File: src/hdl/keyboard_scan_code_translator_assert.svh
// Assertion macros shared by the keyboard scan code translator RTL.
`ifndef KEYBOARD_SCAN_CODE_TRANSLATOR_ASSERT_SVH
`define KEYBOARD_SCAN_CODE_TRANSLATOR_ASSERT_SVH

// Same-cycle implication, sampled on clk and disabled while reset is asserted.
`define KBD_ASSERT_NOW(label, ante, cons, msg) \
  label: assert property (@(posedge clk) disable iff (!rst_n) (ante) |-> (cons)) \
    else $error(msg);

// Next-cycle implication, sampled on clk and disabled while reset is asserted.
`define KBD_ASSERT_NEXT(label, ante, cons, msg) \
  label: assert property (@(posedge clk) disable iff (!rst_n) (ante) |=> (cons)) \
    else $error(msg);

`endif

File: src/hdl/kbd_pkg.sv
// Package with types, key numbers and character tables for the scan code translator.
`timescale 1ns / 1ps

package kbd_pkg;

  localparam logic [7:0] HALT_CODE   = 8'h54;
  localparam logic [7:0] RELEASE_BIT = 8'h80;
  localparam logic [7:0] CASE_OFFSET = 8'h20;
  localparam logic [7:0] LOWER_A     = 8'h61;
  localparam logic [7:0] LOWER_Z     = 8'h7A;

  localparam logic [6:0] KEY_NONE   = 7'd0;
  localparam logic [6:0] KEY_CTRL   = 7'd29;
  localparam logic [6:0] KEY_LSHIFT = 7'd42;
  localparam logic [6:0] KEY_RSHIFT = 7'd54;
  localparam logic [6:0] KEY_ALT    = 7'd56;
  localparam logic [6:0] KEY_CAPS   = 7'd58;
  localparam logic [6:0] KEY_F1     = 7'd59;
  localparam logic [6:0] KEY_F10    = 7'd68;
  localparam logic [6:0] KEY_NUM    = 7'd69;
  localparam logic [6:0] KEY_SCROLL = 7'd70;
  localparam logic [6:0] KEY_COUNT  = 7'd84;

  localparam int unsigned DEBUG_W = 11;

  typedef struct packed {
    logic [7:0]         prev_code;
    logic               shift_held;
    logic               alt_held;
    logic               ctrl_held;
    logic               caps_on;
    logic               numlock_on;
    logic               output_stop;
    logic [DEBUG_W-1:0] debug_mask;
  } kbd_state_t;

  typedef struct packed {
    logic               char_valid;
    logic [7:0]         char_code;
    logic               halt_request;
    logic [DEBUG_W-1:0] debug_bits;
  } kbd_result_t;

  function automatic logic is_char_key(input logic [6:0] k);
    logic ok;
    ok = 1'b1;
    if (k == KEY_NONE || k >= KEY_COUNT) ok = 1'b0;
    if (k == KEY_CTRL || k == KEY_LSHIFT || k == KEY_RSHIFT || k == KEY_ALT) ok = 1'b0;
    if (k >= KEY_CAPS && k <= KEY_SCROLL) ok = 1'b0;
    return ok;
  endfunction

  // Keypad keys give the same digits with or without shift.
  function automatic logic [7:0] keypad_char(input logic [6:0] k);
    logic [7:0] c;
    case (k)
      7'd71: c = 8'h37;
      7'd72: c = 8'h38;
      7'd73: c = 8'h39;
      7'd74: c = 8'h2D;
      7'd75: c = 8'h34;
      7'd76: c = 8'h35;
      7'd77: c = 8'h36;
      7'd78: c = 8'h2B;
      7'd79: c = 8'h31;
      7'd80: c = 8'h32;
      7'd81: c = 8'h33;
      7'd82: c = 8'h30;
      7'd83: c = 8'h2E;
      default: c = 8'h00;
    endcase
    return c;
  endfunction

  function automatic logic [7:0] plain_char(input logic [6:0] k);
    logic [7:0] c;
    case (k)
      7'd1:  c = 8'h1B;
      7'd2:  c = 8'h31;
      7'd3:  c = 8'h32;
      7'd4:  c = 8'h33;
      7'd5:  c = 8'h34;
      7'd6:  c = 8'h35;
      7'd7:  c = 8'h36;
      7'd8:  c = 8'h37;
      7'd9:  c = 8'h38;
      7'd10: c = 8'h39;
      7'd11: c = 8'h30;
      7'd12: c = 8'h2D;
      7'd13: c = 8'h3D;
      7'd14: c = 8'h7F;
      7'd15: c = 8'h09;
      7'd16: c = 8'h71;
      7'd17: c = 8'h77;
      7'd18: c = 8'h65;
      7'd19: c = 8'h72;
      7'd20: c = 8'h74;
      7'd21: c = 8'h79;
      7'd22: c = 8'h75;
      7'd23: c = 8'h69;
      7'd24: c = 8'h6F;
      7'd25: c = 8'h70;
      7'd26: c = 8'h5B;
      7'd27: c = 8'h5D;
      7'd28: c = 8'h0D;
      7'd30: c = 8'h61;
      7'd31: c = 8'h73;
      7'd32: c = 8'h64;
      7'd33: c = 8'h66;
      7'd34: c = 8'h67;
      7'd35: c = 8'h68;
      7'd36: c = 8'h6A;
      7'd37: c = 8'h6B;
      7'd38: c = 8'h6C;
      7'd39: c = 8'h3B;
      7'd40: c = 8'h27;
      7'd41: c = 8'h60;
      7'd43: c = 8'h5C;
      7'd44: c = 8'h7A;
      7'd45: c = 8'h78;
      7'd46: c = 8'h63;
      7'd47: c = 8'h76;
      7'd48: c = 8'h62;
      7'd49: c = 8'h6E;
      7'd50: c = 8'h6D;
      7'd51: c = 8'h2C;
      7'd52: c = 8'h2E;
      7'd53: c = 8'h2F;
      7'd55: c = 8'h2A;
      7'd57: c = 8'h20;
      default: c = keypad_char(k);
    endcase
    return c;
  endfunction

  function automatic logic [7:0] shift_char(input logic [6:0] k);
    logic [7:0] c;
    case (k)
      7'd1:  c = 8'h1B;
      7'd2:  c = 8'h21;
      7'd3:  c = 8'h40;
      7'd4:  c = 8'h23;
      7'd5:  c = 8'h24;
      7'd6:  c = 8'h25;
      7'd7:  c = 8'h5E;
      7'd8:  c = 8'h26;
      7'd9:  c = 8'h2A;
      7'd10: c = 8'h28;
      7'd11: c = 8'h29;
      7'd12: c = 8'h5F;
      7'd13: c = 8'h2B;
      7'd14: c = 8'h7F;
      7'd15: c = 8'h09;
      7'd16: c = 8'h51;
      7'd17: c = 8'h57;
      7'd18: c = 8'h45;
      7'd19: c = 8'h52;
      7'd20: c = 8'h54;
      7'd21: c = 8'h59;
      7'd22: c = 8'h55;
      7'd23: c = 8'h49;
      7'd24: c = 8'h4F;
      7'd25: c = 8'h50;
      7'd26: c = 8'h7B;
      7'd27: c = 8'h7D;
      7'd28: c = 8'h0D;
      7'd30: c = 8'h41;
      7'd31: c = 8'h53;
      7'd32: c = 8'h44;
      7'd33: c = 8'h46;
      7'd34: c = 8'h47;
      7'd35: c = 8'h48;
      7'd36: c = 8'h4A;
      7'd37: c = 8'h4B;
      7'd38: c = 8'h4C;
      7'd39: c = 8'h3A;
      7'd40: c = 8'h22;
      7'd41: c = 8'h7E;
      7'd43: c = 8'h7C;
      7'd44: c = 8'h5A;
      7'd45: c = 8'h58;
      7'd46: c = 8'h43;
      7'd47: c = 8'h56;
      7'd48: c = 8'h42;
      7'd49: c = 8'h4E;
      7'd50: c = 8'h4D;
      7'd51: c = 8'h3C;
      7'd52: c = 8'h3E;
      7'd53: c = 8'h3F;
      7'd55: c = 8'h2A;
      7'd57: c = 8'h20;
      default: c = keypad_char(k);
    endcase
    return c;
  endfunction

  // Control table: keypad keys give zero here.
  function automatic logic [7:0] ctrl_char(input logic [6:0] k);
    logic [7:0] c;
    case (k)
      7'd1:  c = 8'h1B;
      7'd2:  c = 8'h21;
      7'd3:  c = 8'h00;
      7'd4:  c = 8'h23;
      7'd5:  c = 8'h24;
      7'd6:  c = 8'h25;
      7'd7:  c = 8'h1E;
      7'd8:  c = 8'h26;
      7'd9:  c = 8'h2A;
      7'd10: c = 8'h28;
      7'd11: c = 8'h29;
      7'd12: c = 8'h1F;
      7'd13: c = 8'h2B;
      7'd14: c = 8'h1C;
      7'd15: c = 8'h7F;
      7'd16: c = 8'h11;
      7'd17: c = 8'h17;
      7'd18: c = 8'h05;
      7'd19: c = 8'h12;
      7'd20: c = 8'h14;
      7'd21: c = 8'h19;
      7'd22: c = 8'h15;
      7'd23: c = 8'h09;
      7'd24: c = 8'h0F;
      7'd25: c = 8'h10;
      7'd26: c = 8'h1B;
      7'd27: c = 8'h1D;
      7'd28: c = 8'h0D;
      7'd30: c = 8'h01;
      7'd31: c = 8'h13;
      7'd32: c = 8'h04;
      7'd33: c = 8'h06;
      7'd34: c = 8'h07;
      7'd35: c = 8'h08;
      7'd36: c = 8'h0A;
      7'd37: c = 8'h0B;
      7'd38: c = 8'h0C;
      7'd39: c = 8'h3B;
      7'd40: c = 8'h27;
      7'd41: c = 8'h60;
      7'd43: c = 8'h1C;
      7'd44: c = 8'h1A;
      7'd45: c = 8'h18;
      7'd46: c = 8'h03;
      7'd47: c = 8'h16;
      7'd48: c = 8'h02;
      7'd49: c = 8'h0E;
      7'd50: c = 8'h0D;
      7'd51: c = 8'h3C;
      7'd52: c = 8'h3E;
      7'd53: c = 8'h3F;
      7'd55: c = 8'h2A;
      7'd57: c = 8'h20;
      default: c = 8'h00;
    endcase
    return c;
  endfunction

endpackage

File: src/hdl/kbd_xlate.sv
// Combinational translation of one scan byte against the current keyboard flags.
`timescale 1ns / 1ps

module kbd_xlate (
  input  logic [7:0]          code,
  input  kbd_pkg::kbd_state_t cur,
  output kbd_pkg::kbd_state_t nxt,
  output kbd_pkg::kbd_result_t res
);
  import kbd_pkg::*;

  logic       brk;
  logic [6:0] key;
  logic [3:0] dbg_idx;
  logic [7:0] chr;

  assign brk     = (code & RELEASE_BIT) != 8'h00;
  assign key     = code[6:0];
  assign dbg_idx = 4'(key - KEY_CAPS);

  always_comb begin
    nxt = cur;
    res = '0;
    chr = 8'h00;
    if (code != cur.prev_code) begin
      nxt.prev_code = code;
      if (code == HALT_CODE) begin
        res.halt_request = 1'b1;
      end else begin
        if (key == KEY_LSHIFT || key == KEY_RSHIFT) begin
          nxt.shift_held = !brk;
        end else if (key == KEY_ALT) begin
          nxt.alt_held = !brk;
        end else if (key == KEY_CTRL) begin
          nxt.ctrl_held = !brk;
        end else if (key == KEY_CAPS) begin
          if (!brk) nxt.caps_on = !cur.caps_on;
        end else if (key == KEY_NUM) begin
          if (!brk) nxt.numlock_on = !cur.numlock_on;
        end else if (key == KEY_SCROLL) begin
          if (!brk) nxt.output_stop = !cur.output_stop;
        end else if (key >= KEY_F1 && key <= KEY_F10) begin
          if (brk) nxt.debug_mask = cur.debug_mask ^ (DEBUG_W'(1) << dbg_idx);
        end

        if (!nxt.output_stop && !brk && is_char_key(key)) begin
          if (nxt.shift_held) begin
            chr = shift_char(key);
          end else if (nxt.ctrl_held) begin
            chr = ctrl_char(key);
          end else begin
            chr = plain_char(key);
          end
          if (nxt.caps_on && chr >= LOWER_A && chr <= LOWER_Z) begin
            chr = chr - CASE_OFFSET;
          end
          res.char_valid = 1'b1;
          res.char_code  = chr;
        end
      end
    end
    res.debug_bits = nxt.debug_mask;
  end

endmodule

File: src/hdl/keyboard_scan_code_translator.sv
// Top level of the keyboard scan code translator: input stage, flag state and result register.
`timescale 1ns / 1ps

// The block turns raw set 1 scan bytes into characters, one result per byte.
// Input channel: in_valid, in_scan_code, in_stall. A transaction happens at a
// rising edge where in_valid is high and in_stall is low.
// Output channel: out_valid, out_char_valid, out_char_code, out_halt_request,
// out_debug_bits, out_stall, with the same transaction rule.
// Every input transaction produces exactly one output transaction, in order.
// A byte equal to the one before is swallowed: its result carries no
// character and no halt request, only the current debug mask.
// The byte is captured in the input register, then the translation and flag
// update run in combinational table lookup logic and land in the result
// register. Throughput is one transaction per cycle while out_stall is low,
// set by the single lookup stage; the flag registers update as a byte leaves
// the input register, so the next byte always sees the flags of the one before.
// While out_stall holds the result register, one more byte can still be taken
// into the input register; after that in_stall rises until the result drains.
// Synchronous reset (rst_n low) empties both registers and clears all held
// and lock flags, the debug mask and the remembered previous byte.
module keyboard_scan_code_translator (
  input  logic        clk,
  input  logic        rst_n,
  input  logic        in_valid,
  input  logic [7:0]  in_scan_code,
  output logic        in_stall,
  output logic        out_valid,
  output logic        out_char_valid,
  output logic [7:0]  out_char_code,
  output logic        out_halt_request,
  output logic [10:0] out_debug_bits,
  input  logic        out_stall
);
  import kbd_pkg::*;

  `include "keyboard_scan_code_translator_assert.svh"

  logic        in_valid_r;
  logic [7:0]  in_code_r;
  logic        out_valid_r;
  kbd_result_t out_res_r;
  kbd_state_t  state_r;
  kbd_state_t  state_nxt;
  kbd_result_t res_nxt;
  logic        advance;

  // The translate stage moves whenever the result register is empty or being drained.
  assign advance  = !out_valid_r || !out_stall;
  assign in_stall = in_valid_r && !advance;

  kbd_xlate u_xlate (
    .code (in_code_r),
    .cur  (state_r),
    .nxt  (state_nxt),
    .res  (res_nxt)
  );

  always_ff @(posedge clk) begin
    if (!rst_n) begin
      in_valid_r  <= 1'b0;
      out_valid_r <= 1'b0;
      state_r     <= '0;
    end else begin
      if (!in_stall) in_valid_r <= in_valid;
      if (advance) out_valid_r <= in_valid_r;
      if (advance && in_valid_r) state_r <= state_nxt;
    end
  end

  always_ff @(posedge clk) begin
    if (in_valid && !in_stall) in_code_r <= in_scan_code;
    if (advance && in_valid_r) out_res_r <= res_nxt;
  end

  assign out_valid        = out_valid_r;
  assign out_char_valid   = out_res_r.char_valid;
  assign out_char_code    = out_res_r.char_code;
  assign out_halt_request = out_res_r.halt_request;
  assign out_debug_bits   = out_res_r.debug_bits;

  // A held byte in the input register must not be lost or altered while the output stalls.
  `KBD_ASSERT_NEXT(a_hold_input, in_valid_r && !advance, in_valid_r && $stable(in_code_r), "input stage lost a stalled byte")

  // A repeated byte must leave every flag untouched.
  `KBD_ASSERT_NEXT(a_repeat_no_change, advance && in_valid_r && in_code_r == state_r.prev_code, $stable(state_r), "repeated byte changed keyboard state")

  // A halt request never comes with a character.
  `KBD_ASSERT_NOW(a_halt_excl, out_valid_r && out_res_r.halt_request, !out_res_r.char_valid, "halt request carried a character")

  // Without a character the code field reads zero.
  `KBD_ASSERT_NOW(a_code_zero, out_valid_r && !out_res_r.char_valid, out_res_r.char_code == 8'h00, "character code not zero without a character")

  // No function key maps to debug bit zero.
  `KBD_ASSERT_NOW(a_dbg_bit0, 1'b1, !state_r.debug_mask[0], "debug bit zero was toggled")

endmodule
File: config.mk
export PLATFORM = sky130hd
export DESIGN_NAME = keyboard_scan_code_translator
export DESIGN_NICKNAME = d
export VERILOG_FILES = /design/src/hdl/kbd_pkg.sv /design/src/hdl/kbd_xlate.sv /design/src/hdl/keyboard_scan_code_translator.sv
export VERILOG_INCLUDE_DIRS = /design/src /design/src/hdl
export SDC_FILE = /design/constraint.sdc
export NUM_CORES = 1
export LEC_CHECK = 0
export BUFFER_PORTS_ARGS = -buffer_cell sky130_fd_sc_hd__buf_2
export CAP_MARGIN = 20
export CORE_ASPECT_RATIO = 0.9
export CORE_MARGIN = 4
export CORE_UTILIZATION = 40
export CTS_CLUSTER_SIZE = 10
export DETAILED_ROUTE_END_ITERATION = 8
export SLEW_MARGIN = 20
export SYNTH_ARGS = -nofsm -noshare
export SYNTH_HDL_FRONTEND = slang
export SYNTH_SLANG_ARGS = --single-unit
File: constraint.sdc
create_clock -name clk -period 3.2 [get_ports clk]
set_input_delay 0.48 -clock clk [delete_from_list [all_inputs] [get_ports clk]]
set_output_delay 0.48 -clock clk [all_outputs]
set_load 0.01 [all_outputs]
# Word level (Yosys, flattened, before mapping)
# Memories as Yosys holds them, arrays and structs flattened. A register that Yosys moved wholly into a read port is not among the register bits.
# Index checks and enable logic that the tools add are counted.
# W data, S select, Z words.
# word_totals
register_bits,55
latch_bits,0
ramBits,0
rom_bits,448
input_bits,12
out_inout_bits,23
word_cells,181
mem_count,1
# memory_table
memory,words,word_bits,rd,rd_ports_with_merged_regs,wr,line_no,source
(name not given),64,7,1,1,0,kbd_pkg.sv:200,case (k)
# classes
add_sub_neg,2
mul,0
n_div,0
order_cmp,7
n_eq_ne,81
shifts,1
mux,40
n_bitwise,4
n_reduce_logical,31
# op_table
cell,n
$pmux W8 S53,1
$pmux W8 S52,1
$eq A7 B6 Y1 const B,27
$eq A7 B5 Y1 const B,16
$eq A7 B7 Y1 const B,15
$pmux W6 S13,1
$mux W15,4
$eq A7 B4 Y1 const B,8
$mux W8,7
$mux W11,5
$eq A7 B3 Y1 const B,4
$ne A3 B3 Y1 const B,6
$mux W1,16
$eq A7 B2 Y1 const B,2
$ge A7 B6 Y1 const B,2
$le A7 B7 Y1 const B,2
$mux W14,1
$mux W13,1
$mux W12,1
$shl A1 B4 Y11 const A,1
$xor A11 B11 Y11,1
$logic_and A1 B1 Y1,9
$logic_not A1 Y1,9
$mux W9,1
17 further kinds,25

# Logic depth before layout (Yosys ltp)
# Gate-level depths: netlist of the first run.
# depth
ltp_word,24
mapped_depth,16
depth_no_buf,11

# Modules after synthesis
# Synthesis of the first run repeated with hierarchy kept, for this count alone.
# unflattened
cells_unflattened,659
hier_area_um2,5172.5
# modules_own_cells
mod,instances,cells_per_inst,area_each_um2,seq_area_each_um2
kbd_xlate,1,513,3198.1,0.0
keyboard_scan_code_translator,1,146,1974.4,1411.4

# Worst setup path after synthesis of the first run
# OpenSTA, ideal clock, no wires.
# synth_path
path_type,register to register
startpoint,register in_code_r[1]
endpoint,register with a tool-made name
setup_ns,0.122
arrival_ns,2.810
t_required_ns,3.078
slack_ns,0.268
stages_incl_launch_ff,14
path_buffers,7
period_less_slack_ns,2.932
cell_sequence,edfxtp_1 > buf_4 > buf_6 > buf_6 > buf_4 > buf_2 > a21boi_0 > clkbuf_1 > inv_1 > ha_1 > clkbuf_1 > a211oi_1 > nor2_1 > a311o_1
# synth_lines
element,line_no,source
start: declaration,keyboard_scan_code_translator.sv:39,logic [7:0] in_code_r;
start signal: assignment,keyboard_scan_code_translator.sv:71,if (in_valid && !in_stall) in_code_r <= in_scan_code;

# Worst setup path in the final report of the first run
# layout_path
startpoint,register in_code_r[0]
endpoint,"register out_res_r, in the netlist out_char_code[7] (data pin)"
# layout_via
elab_chain_len,15
elab_cells_between_ends,124
cone_classes,1 x add/sub; 5 x order compare; 75 x eq/ne; 27 x mux; 2 x bitwise; 14 x reduce/logical
# layout_rtl
element,line_no,source
branches (longest 15 deep; another with $ge A8 B7 Y1),n/a,
end signal: assignment,keyboard_scan_code_translator.sv:72,if (advance && in_valid_r) out_res_r <= res_nxt;
end: declaration,keyboard_scan_code_translator.sv:41,kbd_result_t out_res_r;
# Several ways; the timed one is not identified. The select of a mux whose other input is x is not followed.
# A chain may end at the register's enable or synchronous reset.

==> reports/metrics.csv, run 1 <==
metric,value,unit
synth_cell_type_count,88,
clkLatencyLatePin,340,ps
vias_per_cell,6.236,
grt_util_all_layers,0.2808,
fin_crit,3102,ps
row_count,40,
gp_congestion,1.025,
ir_worst_vdd,0.2751,mV
cts_buffers,9,
fmax,322.3,MHz
stdcell_count,943,
p_sw,810.5,uW
syn-cell-area,5434,um^2
p_seq_frac,0.347,
diodes,0,
p_sw_frac,0.3195,
synth_ff_type,dfxtp_1,
startpoint_type,register,
worstPathMaxFanout,25,
wirelength,21890,um
io_buffers,34,
leakagePower,2.692,nW
drt_first_iter_violations,756,
netlist_instances,682,
clock-sinks,61,
grt_pass1_vias,5571,
vias,5881,
finalMaxSlewViolations,0,
syn_area_per_cell,7.968,um^2
antenna_found_initial,0,
layout_common_cells,"buf_4 (92), nand2_1 (68), nor2_1 (66)",
required,3290,ps
syn_nets,704,
skew,6.276,ps
synth_edf_count,29,
die-area,15520,um^2
power_frac_comb,0.289,
cp_data_arrival_time,3190,ps
die_h,118.6,um
min_path_type,in -> reg,
holdWs,319.3,ps
p_int,1.726,mW
grt_overflow_total,0,
power_density,373.2,nW/um^2
clk_path_buf_depth,2,
fp.dieW,130.9,um
dp_cells,918,
cts-hold-fix-buffers,0,
status,"finished, final reports clean",
cts_tree,done,
areaGrowthSynthToFinish,25.10,%
pwr-share-clk,0.364,
dp_hpwl,16690,um
fillCellCount,1291,
ios,35,
tightest_slew,782.8,ps
firstDrtPassIters,6,
ys_seq_area_frac,0.2781,
drcViolationCount,0,
start_util,0.4082,
yosysWarnings,0,
layout_commonest_cell,buf_4,
finalHoldViolations,0,
crit_path_end_kind,register,
worstSetupPathType,reg -> reg,
ys_seq_elements,61,
root_buffer,clkbuf_16,
core,13310,um^2
drive_above_1_share,0.2465,
synthArstFlopShare,0,
drtAntennaViolNets,0,
setup_viol,0,
path_clk_slew,50,ps
fin_nets,793,
grt_pass1_wl,33020,um
maxSlewHeadroom,0.4741,
wl_per_cell,23.21,um
grt_max_degree,28,
h-tree-depth,3,
max-cap-violations,0,
timing.final.crit_share,0.9695,
[metrics by stage]
step	setup TNS [ps]	power, mW	utilization	worst slack, ps	cell area [um^2]
2_1_floorplan	0	1.307	-	267.6	5434
3_3_place_gp	-83.09	1.574	0.4697	-83.09	6254
3_5_place_dp	-58.45	1.567	0.4697	-58.45	6254
4_1_cts	0	2.498	0.4909	23.09	6535
5_1_grt	-6.939	2.651	0.5106	-6.939	6798
6_report	0	2.537	0.5106	97.62	6798
[cells by family (layout without fill, tap and decap cells)]
group / after synthesis / in the layout / share of synthesized area
adder cells (fa/ha/maj): 10 / 10 / 0.02303
AO/OA/AOI/OAI: 199 / 199 / 0.2510
buffers and inverters: 72 / 165 / 0.07207
multiplexers: 14 / 14 / 0.02855
AND/OR/NAND/NOR: 286 / 286 / 0.2828
XOR/XNOR: 40 / 40 / 0.06447
flip-flops: 61 / 61 / 0.2781
[area by class of cell]
| type | instances | area [um^2] | area share |
|---|---|---|---|
| well taps | 168 | 210.2 | 0.03092 |
| clock buffers | 14 | 274.0 | 0.04031 |
| flip-flops and latches | 61 | 1511 | 0.2223 |
| repair buffers | 136 | 1052 | 0.1548 |
| clock inverters | 1 | 7.507 | 0.001104 |
| inverters | 14 | 56.30 | 0.008283 |
| multi-input cells | 549 | 3686 | 0.5422 |
[worst max-delay path: stages, from the launching register on]
cell      delay (ps)
edfxtp_1         400
buf_4            170
buf_12           160
or4b_1           620
a21oi_1          240
nor2_1            70
o311ai_2         150
nor4_1           110
o21ai_1          250
o31ai_4          140
a211o_1          370
and4_1           160
[what timing repair did]
action | CTS | global route
cloned | 0 | 1
setup buffers | 0 | 9
pin swaps | 0 | 11
hold endpoints to repair | 0 | 0
setup endpoints to repair | 1 | 7
gates resized for setup | 1 | 32
[cell usage after synthesis (10+ instances only)]
library cell / n / share of area
dfxtp_1: 32 / 0.12
xnor2_1: 19 / 0.031
a21oi_1: 57 / 0.052
nand2b_1: 12 / 0.014
buf_2: 19 / 0.017
xor2_1: 21 / 0.034
nor2b_1: 17 / 0.020
clkbuf_1: 20 / 0.014
a31oi_1: 14 / 0.016
nor4_1: 10 / 0.012
mux2i_1: 11 / 0.020
ha_1: 10 / 0.023
nor3_1: 14 / 0.013
nand2_1: 69 / 0.048
edfxtp_1: 29 / 0.16
nor2_1: 66 / 0.046
nand3_1: 23 / 0.021
and2_1: 14 / 0.016
o21ai_0: 27 / 0.025
[final timing paths]
kind,start,to,slack [ps],cells after the start
worst min register to register,state_r[8]$_SDFFE_PN0P_,state_r[8]$_SDFFE_PN0P_,500,2
worst min-delay path,in_scan_code[7],in_code_r[7]$_DFFE_PP_,320,1
worst max-delay path,in_code_r[0]$_DFFE_PP_,out_char_code[7]$_SDFFCE_PP0P_,100,11
worst max register to register,in_code_r[0]$_DFFE_PP_,out_char_code[7]$_SDFFCE_PP0P_,100,11
[per-layer routing]
| metal | part of all wire | GRT usage | wire, um |
|---|---|---|---|
| met2 | 0.45 | 0.4298 | 9827 |
| met3 | 0.074 | 0.05151 | 1609 |
| met1 | 0.43 | 0.3853 | 9479 |
| met4 | 0.045 | 0.1163 | 975 |
| met5 | 0 | 0 | 0 |
[power groups by stage]
| stage | Sequential [mW] | Clock (mW) | Combinational (mW) |
|---|---|---|---|
| after floorplan | 0.897 | 0 | 0.410 |
| after global placement | 0.895 | 0 | 0.679 |
| after detailed placement | 0.896 | 0 | 0.671 |
| after CTS | 0.881 | 0.943 | 0.675 |
| after global routing | 0.884 | 0.986 | 0.781 |
| final | 0.881 | 0.923 | 0.733 |
Power figures use the tool's default switching activity.
==> inputs of run 2 (changes only) <==
Settings changed: REMOVE_ABC_BUFFERS set to 1.
==> run 2 against run 1 <==
Net effect:
- maximum frequency fell by 0.94%
- die area unchanged
- sequential share of layout area is 0.57 points higher
- total power hardly changed
- critical path type unchanged
- critical endpoint unchanged
==> reports/metrics.csv, run 2 (synthesis gave the netlist of run 1 again) <==
metric,value,unit,change
status,"finished, final reports clean",,
start_util,0.4082,,unchanged
drtAntennaViolNets,0,,unchanged
clk_path_buf_depth,2,,unchanged
drt_first_iter_violations,526,,-30%
antenna_found_initial,0,,unchanged
h-tree-depth,3,,unchanged
stdcell_count,938,,-0.53%
layout_commonest_cell,buf_4,,
worstSetupPathType,reg -> reg,,
met2WireLength,9077,um,-7.6%
wl_met3,1723,um,+7.1%
p_int,1.728,mW,about the same
cts-hold-fix-buffers,0,,unchanged
cp_data_arrival_time,3220,ps,+30 ps
firstDrtPassIters,6,,unchanged
grt_overflow_total,0,,unchanged
postLayoutCellArea,6628,um^2,-2.5%
die-area,15520,um^2,unchanged
die_h,118.6,um,unchanged
ir_worst_vdd,0.2472,mV,-10%
grt_pass1_vias,5523,,-0.86%
highest_layer,met4,,
cts_tree,done,,
skew,10.26,ps,+3.989 ps
power_frac_comb,0.270,,-0.019
fin_nets,787,,-0.76%
startpoint_type,register,,
ios,35,,unchanged
p_seq_frac,0.346,,about the same
rsz0062_at_grt,true,,
clkLatencyLatePin,340,ps,about the same
hold_depth,1,,unchanged
finalHoldViolations,0,,unchanged
gp_congestion,1.070,,+4.4%
setup_viol,0,,unchanged
drcViolationCount,0,,unchanged
required,3290,ps,about the same
timing.final.crit_share,0.9787,,+0.009169
maxSlewHeadroom,0.5126,,+0.03854
vias_per_cell,6.090,,-2.4%
vias,5712,,-2.9%
total_power,2.539,mW,about the same
wirelength,20420,um,-6.7%
leakagePower,2.635,nW,-2.1%
power_density,383.0,nW/um^2,+2.6%
root_buffer,clkbuf_16,,
row_count,40,,unchanged
p_sw,810.5,uW,about the same
drive_above_1_share,0.2273,,-0.01918
wl_met1,9103,um,-4.0%
wl_per_cell,21.77,um,-6.2%
tightest_slew,721.9,ps,-60.95 ps
fmax,319.3,MHz,-0.94%
layout_common_cells,"buf_4 (90), nand2_1 (69), nor2_1 (66)",,
grt_pass1_wl,32130,um,-2.7%
timing.rr.end,out_char_code[7]$_SDFFCE_PP0P_,,
cts_buffers,9,,unchanged
dp_cells,921,,+0.33%
reg2reg_setup_slack,70,ps,-30 ps
fin_crit,3132,ps,+29.34 ps
p_sw_frac,0.3193,,about the same
finalMaxSlewViolations,0,,unchanged
grt_util_all_layers,0.2675,,-0.01332
postPlaceCellArea,6251,um^2,about the same
worstPathMaxFanout,31,,+24%
clock-sinks,61,,unchanged
grt_max_degree,36,,+29%
reg2reg_depth,9,,-2
crit_path_end_kind,register,,
startpoint,in_code_r[2]$_DFFE_PP_,,
diodes,0,,unchanged
areaGrowthSynthToFinish,21.97,%,
hp-start,in_scan_code[6],,
min_path_type,in -> reg,,
setup_tns,0,ps,unchanged
pwr-share-clk,0.385,,+0.021
path_clk_slew,50,ps,about the same
core,13310,um^2,unchanged
fp.dieW,130.9,um,unchanged
dp_hpwl,15320,um,-8.2%
worst_r2r_startpoint,in_code_r[2]$_DFFE_PP_,,
io_buffers,34,,unchanged
max-cap-violations,0,,unchanged
holdPathEnd,in_code_r[6]$_DFFE_PP_,,
run 2: what timing repair did:
action,4_1_cts,5_1_grt
buffers inserted,0,1
resized for setup,1,12
pin swaps,0,3
endpoints found under the setup margin,1,5
run 2: layout make-up:
class,instances,area (um^2)
fill,1304,6685
multi-input combinational,549,3590
sequential,61,1511
timing repair buffer,130,957.2
clock buffer,9,225.2
tap,168,210.2
clock inverter,7,73.82
inverter,14,60.06
run 2: worst max path at each step:
stage / endpoint / depth (start not counted) / slack (ps)
after floorplan: out_char_code[7]$_SDFFCE_PP0P_ / 8 / -490
after global placement: out_char_code[7]$_SDFFCE_PP0P_ / 11 / -40
after detailed placement: out_char_code[7]$_SDFFCE_PP0P_ / 11 / -10
after CTS: out_char_code[7]$_SDFFCE_PP0P_ / 10 / 50
after global routing: out_char_code[5]$_SDFFCE_PP0P_ / 10 / -30
final: out_char_code[7]$_SDFFCE_PP0P_ / 9 / 70
run 2: power groups by stage:
stage | Sequential (mW) | Combinational, mW | Clock, mW
floorplan | 0.935 | 0.332 | 0
global placement | 0.894 | 0.663 | 0
detailed placement | 0.895 | 0.658 | 0
CTS | 0.878 | 0.661 | 0.992
global route | 0.882 | 0.735 | 1.04
finish | 0.878 | 0.684 | 0.976
run 2: routing by layer:
layer  global-route usage  vias to the layer above
met1               0.3731                     2681
met4              0.07326                        0
li1                     -                     2703
met2               0.4008                      281
met3              0.07817                       47
met5                    0                        -
run 2: critical path: stages, from the launching register on:
cell and delay [ps]:
edfxtp_1 440, buf_12 200, buf_4 160, or4b_1 610, o22ai_1 360, o32a_1 220
o22ai_1 100, or2_1 240, a211o_1 330, and4_1 210
run 2: per-stage QoR:
step	hold slack (ps)	util	worst slack, ps
floorplan	468.5	-	-489.6
CTS	312.0	0.4923	52.62
global placement	477.8	0.4695	-38.41
global route	314.8	0.4978	-26.83
finish	325.1	0.4978	68.28
detailed placement	508.5	0.4695	-11.86
